## config.mk

```make
export PLATFORM = sky130hd
export DESIGN_NAME = qecc_mul
export DESIGN_NICKNAME = d
export VERILOG_FILES = /design/src/rtl/qecc_pkg.sv /design/src/rtl/qecc_mul.sv
export SDC_FILE = /design/constraint.sdc
export NUM_CORES = 2
export LEC_CHECK = 0
export BUFFER_PORTS_ARGS = -buffer_cell sky130_fd_sc_hd__buf_2
export CORE_ASPECT_RATIO = 1.4
export CORE_MARGIN = 3
export CORE_UTILIZATION = 40
export DETAILED_ROUTE_END_ITERATION = 8
export PLACE_DENSITY_LB_ADDON = 0.15
export SLEW_MARGIN = 20
export SYNTH_ARGS = -nofsm -noshare
export SYNTH_HDL_FRONTEND = slang
export SYNTH_SLANG_ARGS = --single-unit
```

## constraint.sdc

```tcl
create_clock -name clock -period 19.1 [get_ports clock]
set_clock_uncertainty 0.05 [all_clocks]
set_input_delay 1.91 -clock clock [delete_from_list [all_inputs] [get_ports clock]]
set_output_delay 1.91 -clock clock [all_outputs]
set_load 0.01 [all_outputs]
```

## src/rtl/qecc_pkg.sv

```systemverilog
// Shared types, constants, microprogram and fixed-point helpers for the
// quadric edge collapse cost block. Depends on nothing.
package qecc_pkg;

   localparam int FRAC_BITS  = 32;
   localparam int DW         = 64;
   localparam int HALF_W     = DW / 2;
   localparam int TAG_W      = 32;
   localparam int SLOT_W     = 4;
   localparam int EPS_W      = 32;
   localparam int PEN_W      = 41;
   localparam int COST_W     = 63;
   localparam int NUM_Q      = 10;
   localparam int NUM_SLOTS  = 13;
   localparam int NUM_AXES   = 3;
   localparam int QV_IW      = $clog2(NUM_Q);
   localparam int CSR_IDX_W  = 2;
   localparam int RF_DEPTH   = 32;
   localparam int RF_AW      = $clog2(RF_DEPTH);
   localparam int DIV_STEPS  = 2 * DW;
   localparam int DIV_CNT_W  = $clog2(DIV_STEPS);
   localparam int PROG_LEN   = 84;
   localparam int PC_W       = $clog2(PROG_LEN);

   typedef logic signed [DW-1:0] word_type;
   typedef logic [RF_AW-1:0]     raddr_type;

   localparam word_type WORD_MAX = {1'b0, {(DW-1){1'b1}}};
   localparam word_type WORD_MIN = {1'b1, {(DW-1){1'b0}}};

   localparam logic [CSR_IDX_W-1:0] CSR_DET_EPSILON      = 2'd0;
   localparam logic [CSR_IDX_W-1:0] CSR_BOUNDARY_PENALTY = 2'd1;
   localparam logic [CSR_IDX_W-1:0] CSR_LOCK_PENALTY     = 2'd2;

   localparam logic [EPS_W-1:0] EPS_RESET = EPS_W'(1);
   localparam logic [PEN_W-1:0] BND_PEN_RESET = PEN_W'(64'd100 << FRAC_BITS);
   localparam logic [PEN_W-1:0] LCK_PEN_RESET = PEN_W'(64'd50 << FRAC_BITS);

   // Register file map: summed quadric, endpoint positions, then scratch.
   localparam raddr_type RA_Q0 = 5'd0,  RA_Q1 = 5'd1,  RA_Q2 = 5'd2,  RA_Q3 = 5'd3;
   localparam raddr_type RA_Q4 = 5'd4,  RA_Q5 = 5'd5,  RA_Q6 = 5'd6,  RA_Q7 = 5'd7;
   localparam raddr_type RA_Q8 = 5'd8,  RA_Q9 = 5'd9;
   localparam raddr_type RA_P0 = 5'd10, RA_P1 = 5'd11, RA_P2 = 5'd12;
   localparam raddr_type RA_P3 = 5'd13, RA_P4 = 5'd14, RA_P5 = 5'd15;
   localparam raddr_type RA_C00 = 5'd16, RA_C01 = 5'd17, RA_C02 = 5'd18;
   localparam raddr_type RA_C11 = 5'd19, RA_C12 = 5'd20, RA_C22 = 5'd21;
   localparam raddr_type RA_DET = 5'd22, RA_R0 = 5'd23, RA_R1 = 5'd24, RA_R2 = 5'd25;
   localparam raddr_type RA_X = 5'd26, RA_Y = 5'd27, RA_Z = 5'd28;
   localparam raddr_type RA_T0 = 5'd29, RA_T1 = 5'd30, RA_S = 5'd31;

   typedef enum logic [2:0] {
      OP_MUL, OP_DIV, OP_ADD, OP_SUB, OP_NEG, OP_HALF, OP_MOV, OP_SING
   } opc_type;

   typedef enum logic [2:0] {
      CD_ALL, CD_SOLVE, CD_SING, CD_LOCK0, CD_LOCK1
   } cond_type;

   typedef struct packed {
      opc_type   opc;
      cond_type  cond;
      raddr_type dst;
      raddr_type src_a;
      raddr_type src_b;
   } op_type;

   typedef struct packed {
      logic     done;
      word_type value;
   } unit_rsp_type;

   typedef enum logic [2:0] {
      ST_LOAD, ST_ACC, ST_FETCH, ST_EXEC, ST_WAIT_MUL, ST_WAIT_DIV, ST_FINISH
   } state_type;

   localparam op_type PROG [PROG_LEN] = '{
      // cofactors
      '{OP_MUL, CD_ALL, RA_T0, RA_Q4, RA_Q7}, '{OP_MUL, CD_ALL, RA_T1, RA_Q5, RA_Q5},
      '{OP_SUB, CD_ALL, RA_C00, RA_T0, RA_T1},
      '{OP_MUL, CD_ALL, RA_T0, RA_Q2, RA_Q5}, '{OP_MUL, CD_ALL, RA_T1, RA_Q1, RA_Q7},
      '{OP_SUB, CD_ALL, RA_C01, RA_T0, RA_T1},
      '{OP_MUL, CD_ALL, RA_T0, RA_Q1, RA_Q5}, '{OP_MUL, CD_ALL, RA_T1, RA_Q2, RA_Q4},
      '{OP_SUB, CD_ALL, RA_C02, RA_T0, RA_T1},
      '{OP_MUL, CD_ALL, RA_T0, RA_Q0, RA_Q7}, '{OP_MUL, CD_ALL, RA_T1, RA_Q2, RA_Q2},
      '{OP_SUB, CD_ALL, RA_C11, RA_T0, RA_T1},
      '{OP_MUL, CD_ALL, RA_T0, RA_Q1, RA_Q2}, '{OP_MUL, CD_ALL, RA_T1, RA_Q0, RA_Q5},
      '{OP_SUB, CD_ALL, RA_C12, RA_T0, RA_T1},
      '{OP_MUL, CD_ALL, RA_T0, RA_Q0, RA_Q4}, '{OP_MUL, CD_ALL, RA_T1, RA_Q1, RA_Q1},
      '{OP_SUB, CD_ALL, RA_C22, RA_T0, RA_T1},
      // determinant
      '{OP_MUL, CD_ALL, RA_T0, RA_Q0, RA_C00}, '{OP_MUL, CD_ALL, RA_T1, RA_Q1, RA_C01},
      '{OP_ADD, CD_ALL, RA_S, RA_T0, RA_T1}, '{OP_MUL, CD_ALL, RA_T0, RA_Q2, RA_C02},
      '{OP_ADD, CD_ALL, RA_DET, RA_S, RA_T0},
      // right-hand side
      '{OP_NEG, CD_ALL, RA_R0, RA_Q0, RA_Q3}, '{OP_NEG, CD_ALL, RA_R1, RA_Q0, RA_Q6},
      '{OP_NEG, CD_ALL, RA_R2, RA_Q0, RA_Q8},
      '{OP_SING, CD_ALL, RA_Q0, RA_DET, RA_Q0},
      // Cramer solve
      '{OP_MUL, CD_SOLVE, RA_T0, RA_C00, RA_R0}, '{OP_MUL, CD_SOLVE, RA_T1, RA_C01, RA_R1},
      '{OP_ADD, CD_SOLVE, RA_S, RA_T0, RA_T1}, '{OP_MUL, CD_SOLVE, RA_T0, RA_C02, RA_R2},
      '{OP_ADD, CD_SOLVE, RA_S, RA_S, RA_T0}, '{OP_DIV, CD_SOLVE, RA_X, RA_S, RA_DET},
      '{OP_MUL, CD_SOLVE, RA_T0, RA_C01, RA_R0}, '{OP_MUL, CD_SOLVE, RA_T1, RA_C11, RA_R1},
      '{OP_ADD, CD_SOLVE, RA_S, RA_T0, RA_T1}, '{OP_MUL, CD_SOLVE, RA_T0, RA_C12, RA_R2},
      '{OP_ADD, CD_SOLVE, RA_S, RA_S, RA_T0}, '{OP_DIV, CD_SOLVE, RA_Y, RA_S, RA_DET},
      '{OP_MUL, CD_SOLVE, RA_T0, RA_C02, RA_R0}, '{OP_MUL, CD_SOLVE, RA_T1, RA_C12, RA_R1},
      '{OP_ADD, CD_SOLVE, RA_S, RA_T0, RA_T1}, '{OP_MUL, CD_SOLVE, RA_T0, RA_C22, RA_R2},
      '{OP_ADD, CD_SOLVE, RA_S, RA_S, RA_T0}, '{OP_DIV, CD_SOLVE, RA_Z, RA_S, RA_DET},
      // midpoint fallback
      '{OP_HALF, CD_SING, RA_X, RA_P0, RA_P3}, '{OP_HALF, CD_SING, RA_Y, RA_P1, RA_P4},
      '{OP_HALF, CD_SING, RA_Z, RA_P2, RA_P5},
      // lone locked endpoint
      '{OP_MOV, CD_LOCK0, RA_X, RA_P0, RA_Q0}, '{OP_MOV, CD_LOCK0, RA_Y, RA_P1, RA_Q0},
      '{OP_MOV, CD_LOCK0, RA_Z, RA_P2, RA_Q0},
      '{OP_MOV, CD_LOCK1, RA_X, RA_P3, RA_Q0}, '{OP_MOV, CD_LOCK1, RA_Y, RA_P4, RA_Q0},
      '{OP_MOV, CD_LOCK1, RA_Z, RA_P5, RA_Q0},
      // error v'Qv
      '{OP_MUL, CD_ALL, RA_T0, RA_Q0, RA_X}, '{OP_MUL, CD_ALL, RA_S, RA_T0, RA_X},
      '{OP_MUL, CD_ALL, RA_T0, RA_Q1, RA_X}, '{OP_MUL, CD_ALL, RA_T0, RA_T0, RA_Y},
      '{OP_ADD, CD_ALL, RA_T0, RA_T0, RA_T0}, '{OP_ADD, CD_ALL, RA_S, RA_S, RA_T0},
      '{OP_MUL, CD_ALL, RA_T0, RA_Q2, RA_X}, '{OP_MUL, CD_ALL, RA_T0, RA_T0, RA_Z},
      '{OP_ADD, CD_ALL, RA_T0, RA_T0, RA_T0}, '{OP_ADD, CD_ALL, RA_S, RA_S, RA_T0},
      '{OP_MUL, CD_ALL, RA_T0, RA_Q3, RA_X}, '{OP_ADD, CD_ALL, RA_T0, RA_T0, RA_T0},
      '{OP_ADD, CD_ALL, RA_S, RA_S, RA_T0},
      '{OP_MUL, CD_ALL, RA_T0, RA_Q4, RA_Y}, '{OP_MUL, CD_ALL, RA_T0, RA_T0, RA_Y},
      '{OP_ADD, CD_ALL, RA_S, RA_S, RA_T0},
      '{OP_MUL, CD_ALL, RA_T0, RA_Q5, RA_Y}, '{OP_MUL, CD_ALL, RA_T0, RA_T0, RA_Z},
      '{OP_ADD, CD_ALL, RA_T0, RA_T0, RA_T0}, '{OP_ADD, CD_ALL, RA_S, RA_S, RA_T0},
      '{OP_MUL, CD_ALL, RA_T0, RA_Q6, RA_Y}, '{OP_ADD, CD_ALL, RA_T0, RA_T0, RA_T0},
      '{OP_ADD, CD_ALL, RA_S, RA_S, RA_T0},
      '{OP_MUL, CD_ALL, RA_T0, RA_Q7, RA_Z}, '{OP_MUL, CD_ALL, RA_T0, RA_T0, RA_Z},
      '{OP_ADD, CD_ALL, RA_S, RA_S, RA_T0},
      '{OP_MUL, CD_ALL, RA_T0, RA_Q8, RA_Z}, '{OP_ADD, CD_ALL, RA_T0, RA_T0, RA_T0},
      '{OP_ADD, CD_ALL, RA_S, RA_S, RA_T0},
      '{OP_ADD, CD_ALL, RA_S, RA_S, RA_Q9}
   };

   function automatic logic [DW-1:0] mag_of(input word_type v);
      logic [DW-1:0] u;
      u = v;
      return v[DW-1] ? (~u + 1'b1) : u;
   endfunction

   function automatic word_type from_mag(input logic [DW-1:0] m, input logic neg);
      word_type r;
      if (neg) begin
         r = m[DW-1] ? WORD_MIN : word_type'(~m + 1'b1);
      end else begin
         r = m[DW-1] ? WORD_MAX : word_type'(m);
      end
      return r;
   endfunction

   function automatic word_type sat_add(input word_type a, input word_type b);
      logic [DW:0] s;
      s = {a[DW-1], a} + {b[DW-1], b};
      return (s[DW] != s[DW-1]) ? (s[DW] ? WORD_MIN : WORD_MAX) : word_type'(s[DW-1:0]);
   endfunction

   function automatic word_type sat_sub(input word_type a, input word_type b);
      logic [DW:0] s;
      s = {a[DW-1], a} - {b[DW-1], b};
      return (s[DW] != s[DW-1]) ? (s[DW] ? WORD_MIN : WORD_MAX) : word_type'(s[DW-1:0]);
   endfunction

   // Floor average without overflow.
   function automatic word_type half_sum(input word_type a, input word_type b);
      logic [DW:0] s;
      s = {a[DW-1], a} + {b[DW-1], b};
      return word_type'(s[DW:1]);
   endfunction

endpackage

```

## src/rtl/qecc_mul.sv

```systemverilog
// Fixed-point multiplier: four 32x32 partial products accumulated in turn,
// then round, scale and saturate. Depends on qecc_pkg.
module qecc_mul (
   input  logic                    clock,
   input  logic                    reset,
   input  logic                    start,
   input  qecc_pkg::word_type      op_a,
   input  qecc_pkg::word_type      op_b,
   output qecc_pkg::unit_rsp_type  rsp
);
   import qecc_pkg::*;

   logic [DW-1:0]   xm_ff, xm_in, ym_ff, ym_in;
   logic            neg_ff, neg_in;
   logic [2*DW-1:0] acc_ff, acc_in;
   logic [1:0]      cnt_ff, cnt_in;
   logic            run_ff, run_in, fin_ff, fin_in, done_ff, done_in;
   word_type        prod_ff, prod_in;
   logic [HALF_W-1:0] x_half, y_half;
   logic [DW-1:0]   pp;
   logic [2*DW-1:0] pp_sh, rnd, scaled;
   logic [DW-1:0]   m;

   always_comb begin
      x_half = cnt_ff[1] ? xm_ff[DW-1:HALF_W] : xm_ff[HALF_W-1:0];
      y_half = cnt_ff[0] ? ym_ff[DW-1:HALF_W] : ym_ff[HALF_W-1:0];
      pp     = x_half * y_half;
      unique case (cnt_ff)
         2'd0:    pp_sh = (2*DW)'(pp);
         2'd3:    pp_sh = (2*DW)'(pp) << DW;
         default: pp_sh = (2*DW)'(pp) << HALF_W;
      endcase
      rnd    = acc_ff + ((2*DW)'(1) << (FRAC_BITS - 1));
      scaled = rnd >> FRAC_BITS;
      m      = (|scaled[2*DW-1:DW]) ? {DW{1'b1}} : scaled[DW-1:0];

      xm_in   = xm_ff;
      ym_in   = ym_ff;
      neg_in  = neg_ff;
      acc_in  = acc_ff;
      cnt_in  = cnt_ff;
      run_in  = run_ff;
      fin_in  = 1'b0;
      done_in = 1'b0;
      prod_in = prod_ff;
      if (start) begin
         xm_in  = mag_of(op_a);
         ym_in  = mag_of(op_b);
         neg_in = op_a[DW-1] ^ op_b[DW-1];
         acc_in = '0;
         cnt_in = '0;
         run_in = 1'b1;
      end else if (run_ff) begin
         acc_in = acc_ff + pp_sh;
         cnt_in = cnt_ff + 2'd1;
         if (cnt_ff == 2'd3) begin
            run_in = 1'b0;
            fin_in = 1'b1;
         end
      end
      if (fin_ff) begin
         prod_in = from_mag(m, neg_ff);
         done_in = 1'b1;
      end
   end

   always_ff @(posedge clock) begin
      if (reset) begin
         run_ff  <= 1'b0;
         fin_ff  <= 1'b0;
         done_ff <= 1'b0;
         cnt_ff  <= '0;
      end else begin
         run_ff  <= run_in;
         fin_ff  <= fin_in;
         done_ff <= done_in;
         cnt_ff  <= cnt_in;
      end
      xm_ff   <= xm_in;
      ym_ff   <= ym_in;
      neg_ff  <= neg_in;
      acc_ff  <= acc_in;
      prod_ff <= prod_in;
   end

   assign rsp.done  = done_ff;
   assign rsp.value = prod_ff;
endmodule

```

After elaboration in Yosys (flattened, before gate mapping):

Cells that the tools add are included.

* output and inout bits: 65
* bits in registers: 326

* muxes and demuxes: 14
* add/sub/neg operators: 6
* eq/ne operators: 1
* bitwise gates (word level): 5
* reductions and logical operators: 4
* multiply operators: 1

Operator list (count)
* 128-bit case mux with 2 select lines: 1
* 64-bit by 1-bit adder with 64-bit output, second input constant: 3
* 64-bit 2-to-1 mux: 3
* 64-bit inverter: 3
* 63-bit 2-to-1 mux: 3
* 128-bit adder: 1
* 128-bit by 32-bit adder with 128-bit output, second input constant: 1
* 32-bit by 32-bit multiplier with 64-bit output: 1
* 32-bit 2-to-1 mux: 2
* 32-bit OR reduction: 1
* 1-bit 2-to-1 mux: 5
* 3-bit OR reduction: 1
* 2-bit by 1-bit adder with 2-bit output, second input constant: 1
* 2-bit == test, second input constant: 1
* 2-bit zero test: 1
* 2-bit OR reduction: 1
* 1-bit inverter: 1
* 1-bit bitwise XOR: 1

Longest topological paths before layout:

* depth in word-level cells: 7
* depth in mapped cells: 51
* gate-level depth less buffers: 46

Least setup slack after synthesis:

Ideal clock, no wire load.

* kind: register to register
* start point: register cnt_ff[1]
* end point: register acc_ff[126]
* arrival: 12.284 ns
* stages on the path, launching flop included: 47
* slack: 6.692 ns
* clock period less this slack: 12.408 ns
* data required time: 18.976 ns
* path buffers: 5
* setup time: 0.074 ns
* cells stage by stage: dfxtp_1 clkbuf_1 clkbuf_1 buf_1 mux2i_1 clkbuf_1 nor2_1 fa_1 fa_1 fa_1 inv_1 fa_1 inv_1 fa_1 ha_1 fa_1 inv_1 fa_1 (+11 left out) a31oi_1 xnor2_1 a22o_1 ha_1 clkbuf_1 a21o_1 o21ba_2 o21ai_0 nor2_1 o311ai_0 o21ai_0 nor2_1 a32oi_1 o41ai_1 a31o_2 a41oi_1 xor2_1 o21ai_0

* cells in the longest elaborated chain, start to end: 4
* elaborated cells on any way between the ends: 6

RTL lines
* start: declaration: RTL line qecc_mul.sv:16 `logic [1:0] cnt_ff, cnt_in;`
* start signal: assignment: RTL line qecc_mul.sv:77 `cnt_ff <= cnt_in;`
* 32-bit 2-to-1 mux: RTL line qecc_mul.sv:25 `x_half = cnt_ff[1] ? xm_ff[DW-1:HALF_W] : xm_ff[HALF_W-1:0];`
* 32-bit by 32-bit multiplier with 64-bit output: RTL line qecc_mul.sv:27 `pp = x_half * y_half;`
* 128-bit case mux with 2 select lines *: RTL line qecc_mul.sv:28 `unique case (cnt_ff)`
* 128-bit adder *: RTL line qecc_mul.sv:54 `acc_in = acc_ff + pp_sh;`
* end signal: assignment: RTL line qecc_mul.sv:82 `acc_ff <= acc_in;`
* end: declaration: RTL line qecc_mul.sv:15 `logic [2*DW-1:0] acc_ff, acc_in;`

Every way passes the cells marked *; elsewhere a longest branch is shown, timed or not.
A chain may end at the register's enable or synchronous reset.

Final worst setup path:

* start point: register cnt_ff[0]
* end point: register acc_ff[127]

* cells in the longest elaborated chain, start to end: 4
* elaborated cells on any way between the ends: 6

RTL lines
* 32-bit 2-to-1 mux: RTL line qecc_mul.sv:26 `y_half = cnt_ff[0] ? ym_ff[DW-1:HALF_W] : ym_ff[HALF_W-1:0];`
* 32-bit by 32-bit multiplier with 64-bit output: RTL line qecc_mul.sv:27
* 128-bit case mux with 2 select lines *: RTL line qecc_mul.sv:28
* 128-bit adder *: RTL line qecc_mul.sv:54

Marked as above.

==> results.txt <==
Share of synthesized area occupied by flip-flops and latches: 14.24%
Reg clk slew, reported paths: 60 ps
CTS tree: yes
Flip-flop cell with the highest count after synthesis: edfxtp_1
IO buf count: 195
First-pass GRT wire length: 342200 µm
Synthesized Nets: 8383
Maximum clock insertion buffer count: 3
Worst-case reg-to-reg path depth: 43
Cell area after synthesis: 59420 µm²
Mean routed wirelength per cell: 25.81 µm
Critical path fanouts, max: 62
Number of max-cap violations: 0
Area contributors post-synth: fa_1 30%, edfxtp_1 9.8%, ha_1 8.5%
Post CTS Setup Buffer Count: 0
Cell repeated most along the worst path: fa_1
Standard cell area after detailed placement: 62730 µm²
Global route overflow: 0
Crit end category: flip-flop
Drt drc: 0
Largest net degree at the start of global routing: 76
Initial DRC count: 2996
Critical-path top delay cell: dfxtp_4
Slew headroom: 13.08%
Filler instances: 14740
End of the worst hold path: acc_ff[7]$_SDFFE_PP0P_
Synth warnings: 0
GPL Wtd Cong: 0.9795
Via count of the first global-routing pass: 53140
Horizontal extent of the die: 331.7 µm
Kind of launch point of the worst setup path: flip-flop
WP data required: 19600 ps
H-Tree Depth: 2
XOR/XNOR Fraction of Synth Area: 5.896%
Initial antenna violation count: 4
Post-synthesis async set-or-reset flop share: 0%
Post-synthesis to final-layout area growth: 7.901%
Placeable core area: 146800 µm²
Setup slack on the worst flop-to-flop path: 3500 ps
CTS hold repair buffers: 0
Unrepaired setup endpoints after global routing: false
Worst hold path stage count: 2
Post-synth top area share: 30.22%
Flip-flop and latch count after synthesis: 326
Fin. max-slew vios: 0
Transition at the pin with the smallest max-transition slack: 1294 ps
Final period utilization: 81.68%
Adder-cell area share of the yosys netlist: 38.71%
Aggregate global-route resource usage: 29.93%
Number of distinct library cells after synthesis: 87
Capture instance of the worst register-to-register path: acc_ff[127]$_SDFFE_PP0P_
Result of the run: completed
CP Class: flip-flop to flip-flop
Half-perimeter wire length after placement: 186200 µm
Hold path startpoint: acc_ff[7]$_SDFFE_PP0P_
EDFF count, synth: 193
TritonCTS sink count: 326
Post-cts sizing count: 0
Proportion of synthesized area in mux cells: 3.517%
Ratio of routed vias to standard cells: 5.646
Synth Area in Compound Gates: 12.04%
Min-Delay Path Class: flip-flop to flip-flop
Largest family of logic cells by synthesized area: adder cells
Number of buffers inserted during clock tree synthesis: 39
Synth area leader: fa_1
Startpoint of the most critical register-to-register path: cnt_ff[0]$_SDFFE_PP0P_
Total count of hold-check failures in the final report: 0
Clock latency on the worst-skew pair: 680 ps
Top achievable clock speed: 0.06410 GHz
Total via count in the routed design: 50420
Total number of nets in the final design: 8395
Routed WL: 230600 µm
Detailed-router iteration count before antenna repair: 7
Layout cells sized above 1: 8.006%
Top-Level Pins: 196
Post-synth top cells: 1001 x inv_1, 900 x nor2_1, 897 x fa_1, 728 x nand2_1, 403 x ha_1
Simple-gate portion of the synthesized area: 17.00%
Highest cell delay on the worst timing path: 1070 ps
Starting utilization of the core area: 40.46%
Min Clock Period, post-route: 15600 ps
Row count: 166
Avg Synthesized Cell Area: 8.547 µm²
Most frequent cell after synthesis: inv_1
Endpoints failing setup: 0
Detail Route Antenna Nets: 0
Area of the die: 153300 µm²
Arrival time worst endpoint: 16100 ps
Die Y-Extent: 462.0 µm
Root buffer cell: clkbuf_16
Cell count after synthesis: 6952
Area of all placed cells without fillers: 64110 µm²
Aggregate negative setup slack: 0 ps
[final cells by class]
| class | count | area (µm²) | area share (%) |
|---|---|---|---|
| multi-input combinational | 5272 | 46160 | 72.00 |
| inverter | 1002 | 3761 | 5.867 |
| antenna | 4 | 10.01 | 0.01561 |
| sequential | 326 | 8471 | 13.21 |
| timing repair buffer | 323 | 1963 | 3.062 |
| clock buffer | 42 | 1008 | 1.573 |
| clock inverter | 30 | 319.1 | 0.4977 |
| tap | 1932 | 2417 | 3.771 |
[stage by stage]
stage	hold WS [ps]	cells	worst slack, ps	util, %
after CTS	424.8	8927	3492	43.62
after global routing	453.3	8928	3095	43.65
final	426.6	8931	3499	43.66
after detailed placement	413.5	8855	3467	42.72
after global placement	414.5	8853	1660	42.69
after floorplan	395.3	6952	6692	-
[flip-flops by register name (all words and copies together) (netlist names)]
| register | cells |
|---|---|
| neg_ff | 1 |
| acc_ff | 128 |
| cnt_ff | 2 |
| fin_ff | 1 |
| prod_ff | 64 |
| ym_ff | 64 |
| xm_ff | 64 |
| run_ff | 1 |
| done_ff | 1 |
[per-layer routing]
| metal | share of wire, % | vias up | routed length [µm] | global-route usage (%) |
|---|---|---|---|---|
| li1 | - | 22770 | - | - |
| met1 | 36 | 25120 | 83660 | 32.82 |
| met2 | 49 | 1892 | 114100 | 53.27 |
| met3 | 5.6 | 640 | 12800 | 4.328 |
| met4 | 8.7 | 0 | 19970 | 21.04 |
| met5 | 0 | - | 0 | 0 |
[cells by family (layout without fill, tap and decap cells)]
group	after synthesis	count (layout)
flops	326	326
simple gates	2269	2269
mux	201	201
xor+xnor	400	400
fa+ha+maj	1300	1300
buf+inv	1354	1397
other cells	0	4
compound gates	1102	1102
[how the worst max path moves through the flow]
stage | slack (ps) | depth (start not counted) | start | to
2_1_floorplan | 6690 | 46 | cnt_ff[1]$_SDFFE_PP0P_ | acc_ff[126]$_SDFFE_PP0P_
3_3_place_gp | 1660 | 41 | cnt_ff[0]$_SDFFE_PP0P_ | acc_ff[124]$_SDFFE_PP0P_
3_5_place_dp | 3470 | 42 | cnt_ff[0]$_SDFFE_PP0P_ | acc_ff[127]$_SDFFE_PP0P_
4_1_cts | 3490 | 42 | cnt_ff[0]$_SDFFE_PP0P_ | acc_ff[127]$_SDFFE_PP0P_
5_1_grt | 3090 | 43 | cnt_ff[0]$_SDFFE_PP0P_ | acc_ff[127]$_SDFFE_PP0P_
6_report | 3500 | 43 | cnt_ff[0]$_SDFFE_PP0P_ | acc_ff[127]$_SDFFE_PP0P_
[cell usage in the layout (no fill, tap or decap), types with 23 or more instances in the layout]
master     count
mux2i_1       94
nand3_1       89
buf_4        126
a21oi_1      287
and2_1        80
o21bai_1      55
nand2b_1      33
nor2_1       897
a21o_1       126
clkbuf_16     40
inv_1       1001
o21ai_0      249
o31ai_1       62
and3_1        50
ha_1         402
buf_2        195
xor2_1       110
xnor2_1      284
edfxtp_1     193
mux2i_2       37
dfxtp_1      129
nor4_1        34
a22o_1        49
mux2_2        53
nand4_1      104
nor2b_1       24
nand2_1      728
a31oi_1       29
o41ai_1       23
fa_1         897
o21a_1        24
or3_1         42
nor3_1        84
[worst max-delay path: cells and delay by family, from the launching register on]
family,cells,cell delay (ps)
compound gates,23,6990
xor+xnor,2,770
fa+ha+maj,10,4850
buf+inv,5,680
flops,1,1070
mux,1,810
simple gates,2,240
Power is not shown: default switching activity piles up to over one toggle a cycle in this logic, so the estimate is an artifact.
